$ cat config.mk
export PLATFORM = sky130hd
export DESIGN_NAME = sfla_free_list
export DESIGN_NICKNAME = d
export VERILOG_FILES = /design/src/hw/rtl/sfla_pkg.sv /design/src/hw/rtl/sfla_ram.sv /design/src/hw/rtl/sfla_free_list.sv
export SDC_FILE = /design/constraint.sdc
export NUM_CORES = 2
export LEC_CHECK = 0
export ABC_AREA = 1
export BUFFER_PORTS_ARGS = -buffer_cell sky130_fd_sc_hd__buf_2
export CORE_MARGIN = 2
export CORE_UTILIZATION = 50
export DETAILED_ROUTE_END_ITERATION = 6
export PLACE_DENSITY_LB_ADDON = 0.05
export SLEW_MARGIN = 10
export SYNTH_ARGS = -nofsm -noshare
export SYNTH_HDL_FRONTEND = slang
export SYNTH_SLANG_ARGS = --single-unit
$ cat constraint.sdc
create_clock -name clk -period 5.5 [get_ports clk]
set_clock_uncertainty 0.15 [all_clocks]
set_input_delay 1.1 -clock clk [delete_from_list [all_inputs] [get_ports clk]]
set_output_delay 1.1 -clock clk [all_outputs]
set_load 0.03 [all_outputs]
$ cat src/hw/rtl/sfla_pkg.sv
// shared types, codes and constants of the slot free-list allocator
package sfla_pkg;

    localparam int DEF_SLOTS = 256;

    localparam int OP_W     = 2;
    localparam int IDX_W    = 8;
    localparam int HANDLE_W = 32;
    localparam int STATUS_W = 2;

    typedef enum logic [OP_W-1:0] {
        OP_ALLOC  = 2'd0,
        OP_FREE   = 2'd1,
        OP_LOOKUP = 2'd2
    } op_t;

    typedef enum logic [STATUS_W-1:0] {
        ST_OK         = 2'd0,
        ST_FULL       = 2'd1,
        ST_NOT_IN_USE = 2'd2
    } status_t;

    typedef struct packed {
        logic push;
        logic pop;
    } fl_cmd_t;

endpackage

$ cat src/hw/rtl/sfla_ram.sv
// generic single-write, single-read ram with registered read data
module sfla_ram #(
    parameter int WIDTH = 32,
    parameter int DEPTH = 256
)(
    input  logic                     clk,
    input  logic                     wr_en,
    input  logic [$clog2(DEPTH)-1:0] wr_addr,
    input  logic [WIDTH-1:0]         wr_data,
    input  logic                     rd_en,
    input  logic [$clog2(DEPTH)-1:0] rd_addr,
    output logic [WIDTH-1:0]         rd_data
);

    logic [WIDTH-1:0] mem [DEPTH];

    always_ff @(posedge clk)
    begin
        if (wr_en)
        begin
            mem[wr_addr] <= wr_data;
        end
        if (rd_en)
        begin
            rd_data <= mem[rd_addr];
        end
    end

endmodule

$ cat src/hw/rtl/sfla_free_list.sv
// free list: lifo stack of freed slots in ram over the untouched slots in reset order
module sfla_free_list
    import sfla_pkg::*;
#(
    parameter int SLOTS = DEF_SLOTS
)(
    input  logic                       clk,
    input  logic                       rst_n,
    input  fl_cmd_t                    cmd,
    input  logic [$clog2(SLOTS)-1:0]   push_slot,
    output logic [$clog2(SLOTS)-1:0]   head_slot,
    output logic                       avail,
    output logic [$clog2(SLOTS+1)-1:0] fresh_cnt
);

    localparam int AW = $clog2(SLOTS);
    localparam int CW = $clog2(SLOTS + 1);

    logic [CW-1:0] sp_reg, sp_next;
    logic [CW-1:0] fresh_reg, fresh_next;
    logic [AW-1:0] top_reg, top_next;
    logic          byp_reg;
    logic [AW-1:0] byp_data_reg;
    logic [AW-1:0] ram_q;
    logic [AW-1:0] below;
    logic [AW-1:0] fresh_slot;
    logic          stack_empty;
    logic          wr_en;
    logic          rd_en;
    logic [AW-1:0] wr_addr;
    logic [AW-1:0] rd_addr;

    sfla_ram #(
        .WIDTH (AW),
        .DEPTH (SLOTS)
    ) u_stack_ram (
        .clk     (clk),
        .wr_en   (wr_en),
        .wr_addr (wr_addr),
        .wr_data (top_reg),
        .rd_en   (rd_en),
        .rd_addr (rd_addr),
        .rd_data (ram_q)
    );

    // untouched slots leave in the order 0, n-1, n-2, ... 1
    assign fresh_slot  = (fresh_reg == '0) ? '0 : AW'(CW'(SLOTS) - fresh_reg);
    assign stack_empty = (sp_reg == '0);
    assign head_slot   = stack_empty ? fresh_slot : top_reg;
    assign avail       = !stack_empty || (fresh_reg != CW'(SLOTS));
    assign fresh_cnt   = fresh_reg;
    assign below       = byp_reg ? byp_data_reg : ram_q;

    always_comb
    begin
        sp_next    = sp_reg;
        top_next   = top_reg;
        fresh_next = fresh_reg;
        wr_en      = 1'b0;
        rd_en      = cmd.push | cmd.pop;
        if (cmd.push)
        begin
            sp_next  = sp_reg + CW'(1);
            top_next = push_slot;
            wr_en    = !stack_empty;
        end
        else if (cmd.pop)
        begin
            if (!stack_empty)
            begin
                sp_next  = sp_reg - CW'(1);
                top_next = below;
            end
            else
            begin
                fresh_next = fresh_reg + CW'(1);
            end
        end
        wr_addr = AW'(sp_reg - CW'(1));
        // prefetch the entry under the new top
        rd_addr = AW'(sp_next - CW'(2));
    end

    always_ff @(posedge clk or negedge rst_n)
    begin
        if (!rst_n)
        begin
            sp_reg    <= '0;
            fresh_reg <= '0;
            byp_reg   <= 1'b0;
        end
        else
        begin
            sp_reg    <= sp_next;
            fresh_reg <= fresh_next;
            if (rd_en)
            begin
                byp_reg <= wr_en;
            end
        end
    end

    always_ff @(posedge clk)
    begin
        top_reg <= top_next;
        if (rd_en && wr_en)
        begin
            byp_data_reg <= top_reg;
        end
    end

endmodule

==> flow_summary.yaml <==
logic_synthesis:
  synth_top_cell_by_area: "edfxtp_1"
  ys_top_cells_by_area: "edfxtp_1 68%, nand2_1 10%, nand3_1 9.5%"
  yosysUniqueCellTypes: 38
  yosysWarnings: 0
  async_flop_share: 0.00909
  yosysSeqAreaShare: 0.687
  syn_inst: 8736
  synth-edff-count: 2072
  yosysTopAreaCellShare: 0.681
  synthTopCellsByCount: "2453 x nand2_1, 2072 x edfxtp_1, 1732 x nand3_1"
  syn-num-nets: 8757
  ys_ff_latch: 2091
  synthFlopType: "edfxtp_1"
  syn_area_per_cell_um2: 10.5
  syn_area_um2: 91300
  synth_most_common_cell: "nand2_1"
timing:
  worst_pin_slew_ns: 1.09
  setup_viol: 0
  slew_viol_final: 0
  fmax_mhz: 207
  final.period_utilization: 0.878
  finalHoldViolations: 0
  tns_ns: 0
  fin_crit_ns: 4.83
  slew_headroom: 0.272
  grt_setup_unrepaired: "no"
routing:
  finalWirelength_mm: 263
  vias: 61657
  wl_per_cell_um: 23.3
  first_pass_iters: 6
  ant_nets: 0
  drc: 0
  vias_per_cell: 5.47
  first_iter_violations: 6519
worst_setup_path:
  crit_fanout: 113
  reg2reg_from: "sp_reg[0]"
  r2r_slack_ns: 0.67
  critPathLaunch: "sp_reg[0]"
  arrival_ns: 5.28
  cp-end-kind: "register"
  r2r_cells: 19
  worstPathRequired_ns: 5.95
  worst_setup_path_start_kind: "register"
  critical_path_class: "reg -> reg"
run:
  maxCapViolCount: 0
power:
  irDropWorstVdd_uv: 797
  power.density_nw_per_um2: 514
  p_leak_nw: 41.1
  power_mw: 52.2
finish:
  largest_reg_flops: 2048
  nNetsFinal: 8748
  layout-drive-gt1-share: 0.0670
  syn_to_final_growth_pct: 11.2
floorplan:
  core_um2: 181000
  start_util: 0.504
  rows: 156
  ios: 30
  die_h_um: 431
  die_x_um: 431
  die_area_um2: 186000
clock_network:
  clk_pin_slew_ns: 0.06
  cts_resized: 0
  cts_buffer_depth: 3
  cts_setup_buffers: 0
  cts_root_buf: "clkbuf_16"
  cts_tree: "done"
  cts_hold_buf: 0
  numCtsBuffers: 219
  clk_latency_ns: 0.87
  htree_levels: 4
  clock-sinks: 2091
grt:
  grt_first_pass_wirelength_mm: 388
  track_usage: 0.282
  antenna_found_initial: 15
  grt_max_degree: 167
  grt_overflow_total: 0
  grt_pass1_vias: 58215
placed_design:
  post-dp-hpwl_mm: 149
  routabilityCongestion: 0.871
  port_buffers: 29
status:
  status: "completed"
min_path:
  hold_path_class: "in -> async"
[routing by layer]
| layer | GRT usage | wire (um) | up-vias |
|---|---|---|---|
| met1 | 0.413 | 115000 | 30193 |
| met4 | 0.0915 | 8310 | 6 |
| met2 | 0.432 | 119000 | 2298 |
| met5 | 0 | 30 | - |
| met3 | 0.0442 | 20400 | 421 |
| li1 | - | - | 28739 |
[cell type report]
class                   instances  area, um^2
fillers                     15533       79600
well taps                    2370        2970
diodes                          4        10.0
clock buffers                 277        5820
repair buffers                258        2680
flip-flops and latches       2091       62700
clock inverters               115         951
multi-input cells            4727       21000
inverters                    1430        5380
[layout by cell type, fill, tap and decap left out, drive strengths merged, types with 2 or more instances in the layout]
cell type,Yosys,routed
diode,0,4
edfxtp,2072,2072
clkinvlp,0,2
nand4,3,3
buf,395,258
o21ai,17,17
ha,9,9
inv,1429,1435
xor2,13,13
xnor2,6,6
clkinv,1,92
a21oi,19,19
nor2,296,296
nor3,5,5
o31ai,2,2
o211ai,101,101
nand3b,50,50
or2,3,3
clkbuf,93,277
dfrtp,19,19
bufinv,0,16
nand2,2461,2461
nand3,1738,1738
[logic make-up after synthesis]
logic type      share of synthesized area
compound gates                     0.0107
buf+inv                            0.0849
flops                               0.687
fa+ha+maj                         0.00123
simple gates                        0.214
xor+xnor                          0.00207
[critical path, stage by stage (launching register included)]
cell and delay [ns]:
dfrtp_1 0.55, inv_2 0.15, ha_1 0.25, nand2_1 0.08, nor2_2 0.06, nand2_4 0.18
nand2_4 0.12, o21ai_0 0.17, nand2_1 0.07, nand2_1 0.15, inv_1 0.10, ha_4 0.41
buf_12 0.49, nand3_1 0.29, nand3_1 0.17, nand3_1 0.18, nand3_1 0.21, nand3_1 0.26
nand3_1 0.36, nand2_1 0.09
[power by group]
group / internal, mW / total (mW) / switching, mW
Sequential: 18.3 / 18.5 / 0.231
Clock: 8.15 / 14.3 / 6.11
Combinational: 5.01 / 19.4 / 14.4
[metrics by stage]
stage | cells | setup WS [ns] | instance area (um^2) | hold WS (ns) | utilization
after detailed placement | 10876 | 0.540 | 94700 | 0.337 | 0.523
after CTS | 11268 | 0.735 | 102000 | 0.0403 | 0.560
after global placement | 10876 | 0.538 | 94700 | 0.310 | 0.523
after global routing | 11268 | 0.580 | 102000 | 0.0886 | 0.560
after floorplan | 8736 | 0.431 | 91300 | 0.292 | -
final | 11272 | 0.669 | 102000 | 0.0827 | 0.560
[worst paths after layout]
check                                         end
setup / recovery           u_stack_ram.rd_data[0]
hold / removal                       fresh_cnt[1]
setup reg to reg           u_stack_ram.rd_data[0]
hold reg to reg                         sp_reg[8]
max in group asynchronous                 byp_reg
min in group clk                        sp_reg[8]
Power figures use the tool's default switching activity.
